$ cat config.mk
export PLATFORM = sky130hd
export DESIGN_NAME = windowed_hit_rate_detect_qualifier
export DESIGN_NICKNAME = d
export VERILOG_FILES = /design/src/rtl/core/whrd_pkg.sv /design/src/rtl/core/whrd_cell.sv /design/src/rtl/core/whrd_outbuf.sv /design/src/rtl/core/windowed_hit_rate_detect_qualifier.sv
export SDC_FILE = /design/constraint.sdc
export NUM_CORES = 1
export LEC_CHECK = 0
export ABC_AREA = 1
export BUFFER_PORTS_ARGS = -buffer_cell sky130_fd_sc_hd__buf_4
export CAP_MARGIN = 20
export CELL_PAD_IN_SITES_DETAIL_PLACEMENT = 1
export CELL_PAD_IN_SITES_GLOBAL_PLACEMENT = 2
export CORE_MARGIN = 2
export CORE_UTILIZATION = 37
export CTS_CLUSTER_DIAMETER = 120
export DETAILED_ROUTE_END_ITERATION = 12
export HOLD_SLACK_MARGIN = 0.05
export PLACE_DENSITY_LB_ADDON = 0.25
export SYNTH_ARGS = -nofsm -noshare
export SYNTH_HDL_FRONTEND = slang
export SYNTH_SLANG_ARGS = --single-unit
$ cat constraint.sdc
create_clock -name clk -period 5.56 [get_ports clk]
set_input_delay 0.834 -clock clk [delete_from_list [all_inputs] [get_ports clk]]
set_output_delay 0.834 -clock clk [all_outputs]
set_load 0.03 [all_outputs]
$ cat src/rtl/core/whrd_pkg.sv
`timescale 1ns / 1ps
// Shared types, constants and register indexes for the hit-rate detect qualifier.
package whrd_pkg;

	// Default depth of the hit window.
	localparam int MAX_WINDOW = 64;

	// Fixed field widths.
	localparam int WLEN_W   = 7;
	localparam int NEED_W   = 7;
	localparam int WARM_W   = 16;
	localparam int DET_W    = 4;
	localparam int FRAME_W  = 17;
	localparam int STREAK_W = 7;
	localparam int CFG_IDX_W  = 3;
	localparam int CFG_DATA_W = 16;

	// Saturation limits of the frame and empty-streak counters.
	localparam logic [FRAME_W-1:0]  FRAME_MAX  = '1;
	localparam logic [STREAK_W-1:0] STREAK_MAX = '1;

	// Register reset values.
	localparam logic [WLEN_W-1:0] WLEN_RST = 7'd8;
	localparam logic [NEED_W-1:0] NEED_RST = 7'd6;
	localparam logic [WARM_W-1:0] WARM_RST = 16'd20;
	localparam logic [DET_W-1:0]  REQ_RST  = 4'd2;
	localparam logic              FEN_RST  = 1'b1;

	// Configuration register indexes.
	typedef enum logic [CFG_IDX_W-1:0] {
		CFG_WINDOW_LEN       = 3'd0,
		CFG_HITS_NEEDED      = 3'd1,
		CFG_WARMUP_FRAMES    = 3'd2,
		CFG_REQUIRED_DETECTS = 3'd3,
		CFG_FIRE_ENABLE      = 3'd4
	} cfg_idx_t;

	// One result beat.
	typedef struct packed {
		logic              fire;
		logic [DET_W-1:0]  detect_number;
		logic              finished;
		logic              warming_up;
		logic              waiting_clear;
		logic [6:0]        window_hits;
	} whrd_result_t;

	// Per-cycle control broadcast to every window cell.
	typedef struct packed {
		logic shift;
		logic clear;
		logic drop;
	} whrd_cell_ctl_t;

endpackage

$ cat src/rtl/core/whrd_cell.sv
`timescale 1ns / 1ps
// One cell of the hit window: holds one history bit and hands it to the next cell.
module whrd_cell #(
	parameter int IDX    = 0,
	parameter int FILL_W = 7
) (
	input  logic                    clk,
	input  logic                    arst_n,
	input  whrd_pkg::whrd_cell_ctl_t ctl,
	input  logic [FILL_W-1:0]       fill,
	input  logic                    prev_bit,
	output logic                    next_bit,
	output logic                    tap
);

	localparam logic [FILL_W-1:0] OLDEST_FILL = FILL_W'(IDX + 1);

	logic bit_q;
	logic is_oldest;

	// This cell holds the oldest entry when the fill count points just past it.
	assign is_oldest = (fill == OLDEST_FILL);
	assign tap       = bit_q & is_oldest;

	// A dropped oldest entry reaches the neighbor as an empty slot.
	assign next_bit = bit_q & ~(ctl.drop & is_oldest);

	// History bit: cleared on a window clear, shifted in on a window update.
	always_ff @(posedge clk or negedge arst_n) begin
		if (!arst_n) begin
			bit_q <= 1'b0;
		end else if (ctl.clear) begin
			bit_q <= 1'b0;
		end else if (ctl.shift) begin
			bit_q <= prev_bit;
		end
	end

endmodule

$ cat src/rtl/core/whrd_outbuf.sv
`timescale 1ns / 1ps
// Two-entry output buffer (output register plus skid slot) for result beats.
module whrd_outbuf (
	input  logic                   clk,
	input  logic                   arst_n,
	input  logic                   push,
	input  whrd_pkg::whrd_result_t push_data,
	output logic                   full,
	output logic                   out_valid,
	input  logic                   out_stall,
	output whrd_pkg::whrd_result_t out_data
);

	logic                   out_valid_q;
	logic                   skid_valid_q;
	whrd_pkg::whrd_result_t out_data_q;
	whrd_pkg::whrd_result_t skid_data_q;
	logic                   out_free;

	assign out_free  = ~out_valid_q | ~out_stall;
	assign full      = skid_valid_q;
	assign out_valid = out_valid_q;
	assign out_data  = out_data_q;

	// Control: the skid slot fills only while the output register is held.
	always_ff @(posedge clk or negedge arst_n) begin
		if (!arst_n) begin
			out_valid_q  <= 1'b0;
			skid_valid_q <= 1'b0;
		end else if (out_free) begin
			if (skid_valid_q) begin
				out_valid_q  <= 1'b1;
				skid_valid_q <= 1'b0;
			end else begin
				out_valid_q <= push;
			end
		end else if (push) begin
			skid_valid_q <= 1'b1;
		end
	end

	// Payload moves with the control above.
	always_ff @(posedge clk) begin
		if (out_free) begin
			if (skid_valid_q) begin
				out_data_q <= skid_data_q;
			end else if (push) begin
				out_data_q <= push_data;
			end
		end else if (push) begin
			skid_data_q <= push_data;
		end
	end

endmodule

$ cat src/rtl/core/windowed_hit_rate_detect_qualifier.sv
`timescale 1ns / 1ps
// Top level of the windowed hit-rate detect qualifier.
// Takes one frame_hit bit per input beat and returns exactly one result beat
// for it. An input beat can be accepted on every clock unless in_stall is high:
// the window is a row of MAX_WINDOW one-bit cells that all shift together, and
// the counters beside it update in the same cycle, so the result is registered
// into the output buffer on acceptance. Results pass through a two-entry output
// buffer; in_stall rises only when both entries hold results that are not yet taken.
// Configuration writes take effect on the next accepted beat and should be
// made while no results are outstanding.
module windowed_hit_rate_detect_qualifier #(
	parameter int MAX_WINDOW = whrd_pkg::MAX_WINDOW
) (
	input  logic                              clk,
	input  logic                              arst_n,
	input  logic                              cfg_we,
	input  logic [whrd_pkg::CFG_IDX_W-1:0]    cfg_index,
	input  logic [whrd_pkg::CFG_DATA_W-1:0]   cfg_data,
	input  logic                              in_valid,
	output logic                              in_stall,
	input  logic                              frame_hit,
	output logic                              out_valid,
	input  logic                              out_stall,
	output logic                              fire,
	output logic [whrd_pkg::DET_W-1:0]        detect_number,
	output logic                              finished,
	output logic                              warming_up,
	output logic                              waiting_clear,
	output logic [6:0]                        window_hits
);

	localparam int FW = $clog2(MAX_WINDOW + 1);
	localparam int CW = (FW > whrd_pkg::WLEN_W) ? FW : whrd_pkg::WLEN_W;
	localparam logic [CW-1:0] MAX_X = CW'(MAX_WINDOW);
	localparam logic [CW-1:0] ONE_X = CW'(1);

	// Configuration registers.
	logic [whrd_pkg::WLEN_W-1:0]   window_len_q;
	logic [whrd_pkg::NEED_W-1:0]   hits_needed_q;
	logic [whrd_pkg::WARM_W-1:0]   warmup_frames_q;
	logic [whrd_pkg::DET_W-1:0]    required_detects_q;
	logic                          fire_enable_q;

	// Detector state.
	logic [FW-1:0]                 fill_q;
	logic [FW-1:0]                 hit_cnt_q;
	logic [whrd_pkg::FRAME_W-1:0]  frame_q;
	logic [whrd_pkg::STREAK_W-1:0] streak_q;
	logic                          awaiting_q;
	logic [whrd_pkg::DET_W-1:0]    detect_q;
	logic                          done_q;

	// Next-state values.
	logic [FW-1:0]                 fill_n;
	logic [FW-1:0]                 hit_cnt_n;
	logic [whrd_pkg::FRAME_W-1:0]  frame_inc;
	logic [whrd_pkg::STREAK_W-1:0] streak_inc;
	logic [whrd_pkg::STREAK_W-1:0] streak_n;
	logic                          awaiting_n;
	logic [whrd_pkg::DET_W-1:0]    detect_n;
	logic                          done_n;
	logic                          fire_n;

	logic                          accept;
	logic                          warm;
	logic                          counting;
	logic [CW-1:0]                 win_x;
	logic [CW-1:0]                 wlen_x;
	logic [CW-1:0]                 need_x;
	logic                          drop;
	logic                          oldest_hit;
	logic [FW-1:0]                 hit_after_drop;
	logic [FW-1:0]                 hit_after_add;
	logic [FW-1:0]                 fill_after_add;
	logic                          threshold;
	logic                          rearm;

	whrd_pkg::whrd_cell_ctl_t      cell_ctl;
	whrd_pkg::whrd_result_t        result;
	whrd_pkg::whrd_result_t        out_res;

	logic [MAX_WINDOW:0]           chain;
	logic [MAX_WINDOW-1:0]         taps;

	assign accept = in_valid & ~in_stall;

	// Configuration writes.
	always_ff @(posedge clk or negedge arst_n) begin
		if (!arst_n) begin
			window_len_q       <= whrd_pkg::WLEN_RST;
			hits_needed_q      <= whrd_pkg::NEED_RST;
			warmup_frames_q    <= whrd_pkg::WARM_RST;
			required_detects_q <= whrd_pkg::REQ_RST;
			fire_enable_q      <= whrd_pkg::FEN_RST;
		end else if (cfg_we) begin
			unique case (cfg_index)
				whrd_pkg::CFG_WINDOW_LEN:       window_len_q <= cfg_data[6:0];
				whrd_pkg::CFG_HITS_NEEDED:      hits_needed_q <= cfg_data[6:0];
				whrd_pkg::CFG_WARMUP_FRAMES:    warmup_frames_q <= cfg_data;
				whrd_pkg::CFG_REQUIRED_DETECTS: required_detects_q <= cfg_data[3:0];
				whrd_pkg::CFG_FIRE_ENABLE:      fire_enable_q <= cfg_data[0];
				default: begin
				end
			endcase
		end
	end

	// Effective window length and threshold after clamping.
	assign wlen_x = CW'(window_len_q);
	assign win_x  = (window_len_q == '0) ? ONE_X : ((wlen_x > MAX_X) ? MAX_X : wlen_x);
	assign need_x = (hits_needed_q == '0) ? ONE_X : CW'(hits_needed_q);

	// Saturating counters.
	assign frame_inc  = (frame_q != whrd_pkg::FRAME_MAX) ? frame_q + 1'b1 : frame_q;
	assign streak_inc = (streak_q != whrd_pkg::STREAK_MAX) ? streak_q + 1'b1 : streak_q;
	assign warm       = frame_inc <= {1'b0, warmup_frames_q};
	assign counting   = ~done_q & ~warm;

	// Window update arithmetic.
	assign oldest_hit     = |taps;
	assign drop           = CW'(fill_q) >= win_x;
	assign hit_after_drop = hit_cnt_q - FW'(drop & oldest_hit);
	assign hit_after_add  = hit_after_drop + FW'(frame_hit);
	assign fill_after_add = drop ? fill_q : fill_q + 1'b1;
	assign threshold      = fire_enable_q & (CW'(hit_after_add) >= need_x);
	assign rearm          = ~frame_hit & (CW'(streak_inc) >= win_x);

	// Next state for one frame.
	always_comb begin
		fill_n     = fill_q;
		hit_cnt_n  = hit_cnt_q;
		streak_n   = streak_q;
		awaiting_n = awaiting_q;
		detect_n   = detect_q;
		done_n     = done_q;
		fire_n     = 1'b0;
		cell_ctl   = '0;
		if (counting) begin
			if (awaiting_q) begin
				if (!frame_hit) begin
					streak_n = streak_inc;
					if (rearm) begin
						awaiting_n     = 1'b0;
						streak_n       = '0;
						fill_n         = '0;
						hit_cnt_n      = '0;
						cell_ctl.clear = 1'b1;
					end
				end else begin
					streak_n = '0;
				end
			end else begin
				cell_ctl.shift = 1'b1;
				cell_ctl.drop  = drop;
				fill_n         = fill_after_add;
				hit_cnt_n      = hit_after_add;
				if (threshold) begin
					done_n = 1'b1;
					if (detect_q < required_detects_q) begin
						detect_n = detect_q + 1'b1;
						fire_n   = 1'b1;
						done_n   = (detect_q + 1'b1) >= required_detects_q;
					end
					awaiting_n     = ~done_n;
					streak_n       = '0;
					fill_n         = '0;
					hit_cnt_n      = '0;
					cell_ctl.clear = 1'b1;
				end
			end
		end
		if (!accept) begin
			cell_ctl = '0;
		end
	end

	// State registers.
	always_ff @(posedge clk or negedge arst_n) begin
		if (!arst_n) begin
			fill_q     <= '0;
			hit_cnt_q  <= '0;
			frame_q    <= '0;
			streak_q   <= '0;
			awaiting_q <= 1'b0;
			detect_q   <= '0;
			done_q     <= 1'b0;
		end else if (accept) begin
			fill_q     <= fill_n;
			hit_cnt_q  <= hit_cnt_n;
			streak_q   <= streak_n;
			awaiting_q <= awaiting_n;
			detect_q   <= detect_n;
			done_q     <= done_n;
			if (!done_q) begin
				frame_q <= frame_inc;
			end
		end
	end

	// Row of window cells, newest entry in cell zero.
	assign chain[0] = frame_hit;

	for (genvar i = 0; i < MAX_WINDOW; i++) begin : g_cell
		whrd_cell #(
			.IDX    (i),
			.FILL_W (FW)
		) u_cell (
			.clk      (clk),
			.arst_n   (arst_n),
			.ctl      (cell_ctl),
			.fill     (fill_q),
			.prev_bit (chain[i]),
			.next_bit (chain[i+1]),
			.tap      (taps[i])
		);
	end

	// Result beat for this frame.
	always_comb begin
		result.fire          = fire_n;
		result.detect_number = detect_n;
		result.finished      = done_n;
		result.warming_up    = ~done_q & warm;
		result.waiting_clear = awaiting_n & ~done_n;
		result.window_hits   = 7'(hit_cnt_n);
	end

	whrd_outbuf u_outbuf (
		.clk       (clk),
		.arst_n    (arst_n),
		.push      (accept),
		.push_data (result),
		.full      (in_stall),
		.out_valid (out_valid),
		.out_stall (out_stall),
		.out_data  (out_res)
	);

	assign fire          = out_res.fire;
	assign detect_number = out_res.detect_number;
	assign finished      = out_res.finished;
	assign warming_up    = out_res.warming_up;
	assign waiting_clear = out_res.waiting_clear;
	assign window_hits   = out_res.window_hits;

	// The window never counts more hits than it holds entries.
	a_hits_le_fill: assert property (@(posedge clk) disable iff (!arst_n)
		hit_cnt_q <= fill_q)
		else $error("window hit count exceeds fill count");

	// The fill count stays within the cell row.
	a_fill_in_row: assert property (@(posedge clk) disable iff (!arst_n)
		CW'(fill_q) <= MAX_X)
		else $error("window fill count beyond cell row");

	// Once finished, the block stays finished.
	a_done_sticky: assert property (@(posedge clk) disable iff (!arst_n)
		done_q |=> done_q)
		else $error("finished flag dropped");

	// A fired detection always carries a nonzero detection number.
	a_fire_counted: assert property (@(posedge clk) disable iff (!arst_n)
		(out_valid && fire) |-> (detect_number != '0))
		else $error("fire beat with zero detection number");

endmodule

### Word level (Yosys, flattened, before mapping)

Index checks and enable logic that the tools add are counted.

* register bits: 175
* bits in latches: 0
* RAM bits: 0
* bits in read-only memories: 0
* output and inout port bits: 17
* memories: 0

* add/subtract/negate cells: 6
* $mul: 0
* div/mod/pow operators: 0
* order comparisons: 7
* eq/ne operators: 73
* shifts and indexed selects: 0
* muxes and demuxes: 180
* bitwise logic cells: 270
* reductions and logical operators: 18

Operators by type and width (number)
* $eq 7x6->1 const B: 32
* $and 1x1->1: 197
* $mux 1: 153
* $mux 7: 18
* $eq 7x5->1 const B: 16
* $not 1->1: 72
* $reduce_or 64->1: 1
* $eq 7x4->1 const B: 8
* $mux 15: 2
* $eq 7x3->1 const B: 4
* $ge 7x7->1: 3
* $add 17x1->17 const B: 1
* $le 17x16->1: 1
* $mux 17: 1
* $ne 17x17->1 const B: 1
* $mux 4: 4
* $reduce_and 2->1: 8
* $add 7x1->7 const B: 2
* $eq 7x2->1 const B: 2
* $logic_not 7->1: 2
* $reduce_bool 2->1: 4
* $add 7x1->7: 1
* $eq 7x1->1 const B: 1
* $eq 7x7->1 const B: 1
* other kinds (17): 19

### Logic depth before layout (Yosys ltp)

* word-level depth: 19
* mapped depth: 38

### By module

From an unflattened synthesis, not the netlist that was laid out.

* cells, all modules: 1937
* area total of the unflattened synthesis: 12904.9 um2

Modules (own cells, without submodules)
* windowed_hit_rate_detect_qualifier: instances 1, cells each 868, area each 6014.5 um2
* whrd_cell at g_cell[16].u_cell ...: instances 13, cells each 17, area each 95.1 um2
* whrd_outbuf: instances 1, cells each 89, area each 1213.7 um2
* whrd_cell at g_cell[14].u_cell ...: instances 13, cells each 15, area each 85.1 um2
* whrd_cell at g_cell[20].u_cell ...: instances 8, cells each 16, area each 91.3 um2
* whrd_cell at g_cell[18].u_cell ...: instances 8, cells each 16, area each 88.8 um2
* whrd_cell at g_cell[30].u_cell ...: instances 6, cells each 14, area each 83.8 um2
* whrd_cell at g_cell[10].u_cell ...: instances 4, cells each 13, area each 83.8 um2
* whrd_cell at g_cell[3].u_cell ...: instances 3, cells each 13, area each 81.3 um2
* whrd_cell at g_cell[0].u_cell ...: instances 2, cells each 18, area each 98.8 um2
* whrd_cell at g_cell[15].u_cell ...: instances 2, cells each 14, area each 91.3 um2
* whrd_cell at g_cell[11].u_cell ...: instances 2, cells each 13, area each 87.6 um2
* whrd_cell at g_cell[50].u_cell ...: instances 2, cells each 15, area each 87.6 um2
* whrd_cell at g_cell[62].u_cell: instances 1, cells each 13, area each 80.1 um2

### Worst setup path before layout

OpenSTA, ideal clock, no wires.

* kind: flip-flop to flip-flop
* start point: reg fill_q[0]
* end point: reg u_outbuf.out_data_q (netlist bit u_outbuf.out_data[13]) (data pin)
* library setup time: 0.253 ns
* data arrival time: 4.212 ns
* required time: 5.307 ns
* path slack: 1.095 ns
* cell stages (with the launch flop): 38
* period minus slack after synthesis: 4.465 ns
* path through: dfrtp_1 -> inv_1 -> ha_1 -> inv_1 -> nor2_1 -> nand2_1 -> o22ai_1 -> nor2_1 -> nand4_1 -> nor2_1 -> nand2_1 -> nor2_1 -> nor2_1 -> ha_1 -> inv_1 -> ha_1 -> inv_1 -> fa_1 -> [2 not listed] -> nand3_1 -> xor2_1 -> ha_1 -> nand2_1 -> inv_1 -> a21oi_1 -> nand3_1 -> nand2_1 -> buf_2 -> inv_1 -> nand2_1 -> nand2_1 -> nand2_1 -> nand2_1 -> nand2_1 -> nand2_1 -> nand2_1 -> nand2_1

* cells in the longest elaborated chain, start to end: 13
* elaborated cells between the ends (all ways): 140
* classes of those cells: 2 x add/sub; 2 x order compare; 64 x eq/ne; 5 x mux; 66 x bitwise; 1 x reduce/logical

Ends and longest elaborated chain
* start: declaration: RTL line windowed_hit_rate_detect_qualifier.sv:45 `logic [FW-1:0] fill_q;`
* start signal: assignment: RTL line windowed_hit_rate_detect_qualifier.sv:188 `fill_q <= fill_n;`
* $eq 7x1->1 (tied with other cells): RTL line whrd_cell.sv:22 `assign is_oldest = (fill == OLDEST_FILL);`
* $and 1x1->1: RTL line whrd_cell.sv:23 `assign tap = bit_q & is_oldest;`
* $reduce_or 64->1: RTL line windowed_hit_rate_detect_qualifier.sv:120 `assign oldest_hit = |taps;`
* $and 1x1->1 *: RTL line windowed_hit_rate_detect_qualifier.sv:122 `assign hit_after_drop = hit_cnt_q - FW'(drop & oldest_hit);`
* $sub 7x1->7 *: RTL line windowed_hit_rate_detect_qualifier.sv:122
* $add 7x1->7 *: RTL line windowed_hit_rate_detect_qualifier.sv:123 `assign hit_after_add = hit_after_drop + FW'(frame_hit);`
* $ge 7x7->1 *: RTL line windowed_hit_rate_detect_qualifier.sv:125 `assign threshold = fire_enable_q & (CW'(hit_after_add) >= need_x);`
* $and 1x1->1 *: RTL line windowed_hit_rate_detect_qualifier.sv:125
* $mux 4 *: RTL line windowed_hit_rate_detect_qualifier.sv:157 `if (threshold) begin`
* $mux 4 *: RTL line windowed_hit_rate_detect_qualifier.sv:139 `if (awaiting_q) begin`
* $mux 4 *: RTL line windowed_hit_rate_detect_qualifier.sv:138 `if (counting) begin`
* via detect_n, one bit: RTL line windowed_hit_rate_detect_qualifier.sv:60 `logic [whrd_pkg::DET_W-1:0] detect_n;`
* $mux 15 *: RTL line whrd_outbuf.sv:47 `end else if (push) begin`
* $mux 15 *: RTL line whrd_outbuf.sv:45 `if (skid_valid_q) begin`
* end signal: assignment: RTL line whrd_outbuf.sv:46 `out_data_q <= skid_data_q;`
* end signal: assignment: RTL line whrd_outbuf.sv:48 `out_data_q <= push_data;`
* end: declaration: RTL line whrd_outbuf.sv:16 `whrd_pkg::whrd_result_t out_data_q;`

The timed path passes the listed nets; every way through them passes the cells marked *. The select of a mux whose other input is x is not followed.
A chain may end at the register's enable or synchronous reset.

### Final worst setup path

* start point: reg fill_q[0]
* end point: reg fill_q[6]

* cells in the longest elaborated chain, start to end: 10
* elaborated cells between the ends (all ways): 141
* classes of those cells: 3 x add/sub; 2 x order compare; 65 x eq/ne; 3 x mux; 66 x bitwise; 2 x reduce/logical

Ends and longest elaborated chain (RTL line)
* $eq 7x1->1 (tied with other cells): whrd_cell.sv:22
* $and 1x1->1: whrd_cell.sv:23
* $reduce_or 64->1: windowed_hit_rate_detect_qualifier.sv:120
* $and 1x1->1: windowed_hit_rate_detect_qualifier.sv:122
* $sub 7x1->7: windowed_hit_rate_detect_qualifier.sv:122
* $add 7x1->7: windowed_hit_rate_detect_qualifier.sv:123
* $ge 7x7->1: windowed_hit_rate_detect_qualifier.sv:125
* $and 1x1->1: windowed_hit_rate_detect_qualifier.sv:125
* $ne 3x2->1 (no line) or $mux 7 (tied branches)
* $reduce_and 5->1 (no line) or $mux 7 (tied branches)

Several ways; a longest one is shown, not always the timed one. The select of a mux whose other input is x is not followed.

==> run_results.csv <==
group,metric,value,unit
setup_path,reg2regPathDepth,37,
layout,syn_to_final_growth,12.8,%
layout,fin_area,12600,sq um
pwr,p_leak,6.22,nW
layout,layout-drive-gt1-share,10.1,%
pwr,clkPwrFrac,39.8,%
route,via_per_inst,4.93,
grt,antenna_found_initial,0,
synthesis,ys_seq_area_share,40.8,%
setup_path,cpMostUsedCell,"nand2_1",
outcome,status,"complete, no violations",
floorplan,core_area,29600,sq um
route,vias,9839,
route,drt-pass1-iter-count,4,
setup_path,endpoint_kind,"flop",
synthesis,synth_top_area_share,31.0,%
sta,setup_viol,0,
cts,clkTransAtPathRegs,0.08,ns
setup_path,critPathMaxFanout,14,
synthesis,synth_edf_count,30,
floorplan,dieWidth,177,microns
pwr,finalPower,3.15,mW
floorplan,rows,63,
sta,report.final.hold_viol_count,0,
setup_path,path_class,"reg -> reg",
pwr,ir_drop,222,uV
sta,fin_crit_sh,92.4,%
synthesis,netlist_area,11100,sq um
synthesis,synth-seq-cells,175,
floorplan,dieArea,31500,sq um
setup_path,critPathMaxStageDelay,0.40,ns
synthesis,syn_avg_cell_area,7.16,sq um
grt,grt_max_degree,65,
layout,nFillCells,3812,
sta,layout_min_cycle_time,5.14,ns
cts,cts-root-buf,"clkbuf_16",
grt,grt-ovfl-total,0,
route,drtAntennaViolNets,0,
place,placed_cell_area,11900,sq um
cts,insertion_delay,0.46,ns
grt,grt_usage,20.8,%
setup_path,cp.depth,37,
setup_path,worstSetupStartpointType,"flop",
cts,clk_path_buf_depth,2,
synthesis,syn_nets,1641,
pwr,p_int,2.18,mW
place,gp_congestion,0.817,
grt,grt_busiest_layer,"met2",
pwr,p_seq_share,45.3,%
synthesis,postSynthCellCount,1556,
grt,first_global_vias,10275,
synthesis,synth.area.top_cells,"dfrtp_1, nand2_1, edfxtp_1",
setup_path,slowest_stage,"dfrtp_1",
route,wl_per_cell,15.5,microns
setup_path,path_buf_inv,9,
pwr,p_per_area,251,nW/um^2
min_path,hp-class,"in -> async",
place,place.port_buffers,41,
sta,fmax,195,MHz
floorplan,initial_utilization,37.6,%
sta,worst_pin_slew,0.803,ns
route,drc,0,
floorplan,pin_count,42,
layout,n_antenna_cell,0,
grt,grt_use_met2,35.1,%
layout,final_cells,1997,
route,wirelength,30900,microns
setup_path,crit_arrival,5.48,ns
grt,grt_pass1_wl,52100,microns
setup_path,crit_family,"simple AND/OR/NAND/NOR gates",
sta,finClkSkew,0.0175,ns
cts,cts_tree,"yes",
route,drt_iter0_markers,385,
pwr,p_comb_share,14.9,%
synthesis,yosys_most_used_dff,"dfrtp_1",
sta,finalMaxSlewViolations,0,
synthesis,yosys.area.top_type,"dfrtp_1",
grt,grt_use_met3,3.26,%
setup_path,crit_required,5.91,ns
place,dp.cells,1963,
synthesis,async_flop_share,82.9,%
layout,nets,1679,
grt,grt_use_met1,27.4,%
sta,tns,0,ns
cts,clkSinkCount,175,
floorplan,die_y,177,microns
synthesis,synth_warnings,0,
pwr,switching_power,0.971,mW
sta,maxSlewHeadroom,46.4,%
synthesis,ys_types,46,
cts,cts_buffers,17,
flow_run,maxCapViolations,0,
place,place_hpwl,22200,microns
cts,htree_levels,4,
pwr,swShare,30.8,%
sta,hold_ws,0.268,ns
[synthesized netlist by cell type, types with 2 or more instances]
cell type  instances
clkbuf_1          20
nand2_1          492
a31oi_1            3
nor2_4             2
edfxtp_1          30
xor2_1            19
nand4_1           18
a21oi_1           35
or2_2              2
o21ai_0           61
buf_1              6
nand3_1           72
inv_1            201
nor2_1           218
a21o_1             3
nor4_1             4
o21ai_2            5
nor2_2             6
nand4_2            2
buf_6             13
xnor2_1            6
nand3b_1           2
nor3_1             7
o21ai_1           67
nand3_2            2
o22ai_1           19
nor3_2             2
dfstp_2            7
ha_1              59
dfrtp_1          138
buf_2             14
nand2_2            4
inv_2              4
[worst paths after layout]
check | start | end | slack, ns
setup / recovery | fill_q[0] | fill_q[6] | 0.42
hold / removal | arst_n | g_cell[55].u_cell.bit_q | 0.27
setup reg to reg | fill_q[0] | fill_q[6] | 0.42
hold reg to reg | warmup_frames_q[3] | warmup_frames_q[3] | 0.49
max in group asynchronous | arst_n | streak_q[4] | 4.16
min in group clk | warmup_frames_q[3] | warmup_frames_q[3] | 0.49
[placed cells by master, fill, tap and decap left out, types with 4 or more instances in the layout]
master and n:
nand2_1 489, nor2_1 215, inv_1 200, dfrtp_1 137, nand3_1 71, o21ai_1 69, buf_4 68, o21ai_0 59
ha_1 57, a21oi_1 35, edfxtp_1 30, o22ai_1 19, nand4_1 18, xor2_1 18, clkbuf_16 17, nor2_2 8
nand2_2 7, dfstp_2 7, xnor2_1 6, inv_2 5, nor3_1 5, inv_6 5, o21ai_2 5, nor4_1 4
nor3_2 4
[metal layers]
layer | up-vias | share of wire (%)
met3 | 27 | 2.0
met1 | 4762 | 49
li1 | 4976 | -
met4 | 0 | 1.5
met5 | - | 0
met2 | 74 | 48
[metrics by stage]
step	worst slack, ns	utilization, %
detailed placement	0.143	40.1
finish	0.422	42.4
global placement	0.315	40.1
CTS	0.130	42.1
global route	-0.0236	42.4
floorplan	1.10	-
[state kept, by name, indices dropped and copies added (netlist names), 4 cells and up]
name                  count
detect_q                  4
window_len_q              7
hit_cnt_q                 7
frame_q                  17
hits_needed_q             7
warmup_frames_q          16
g_cell.u_cell.bit_q      64
fill_q                    7
required_detects_q        4
u_outbuf.out_data        15
u_outbuf.skid_data_q     15
streak_q                  7
[power groups by stage]
stage          logic, mW  registers (mW)  clock network (mW)
3_5_place_dp       0.465            1.45                   0
6_report           0.471            1.43                1.25
5_1_grt            0.545            1.44                1.34
2_1_floorplan      0.294            1.45                   0
3_3_place_gp       0.452            1.45                   0
4_1_cts            0.469            1.43                1.30
[logic make-up after synthesis]
family	count (synthesis)	share of synthesized area, %
flip-flops	175	40.8
buffers and inverters	261	9.91
AND/OR/NAND/NOR	839	31.2
AO/OA/AOI/OAI	196	9.37
adder cells (fa/ha/maj)	60	6.81
XOR/XNOR	25	1.97
[cell type report]
cell class | count | area [sq um] | area share [%]
sequential | 175 | 4540 | 36.1
clock buffer | 17 | 425 | 3.39
timing repair buffer | 73 | 601 | 4.78
inverter | 207 | 782 | 6.22
clock inverter | 15 | 175 | 1.39
multi-input combinational | 1120 | 5550 | 44.2
tap | 390 | 488 | 3.88
[timing repair]
action | CTS | global route
setup buffers | 0 | 1
endpoints found under the setup margin | 0 | 110
gates resized for setup | 0 | 16
hold buffers | 0 | 0
(Power assumes the default switching activity.)
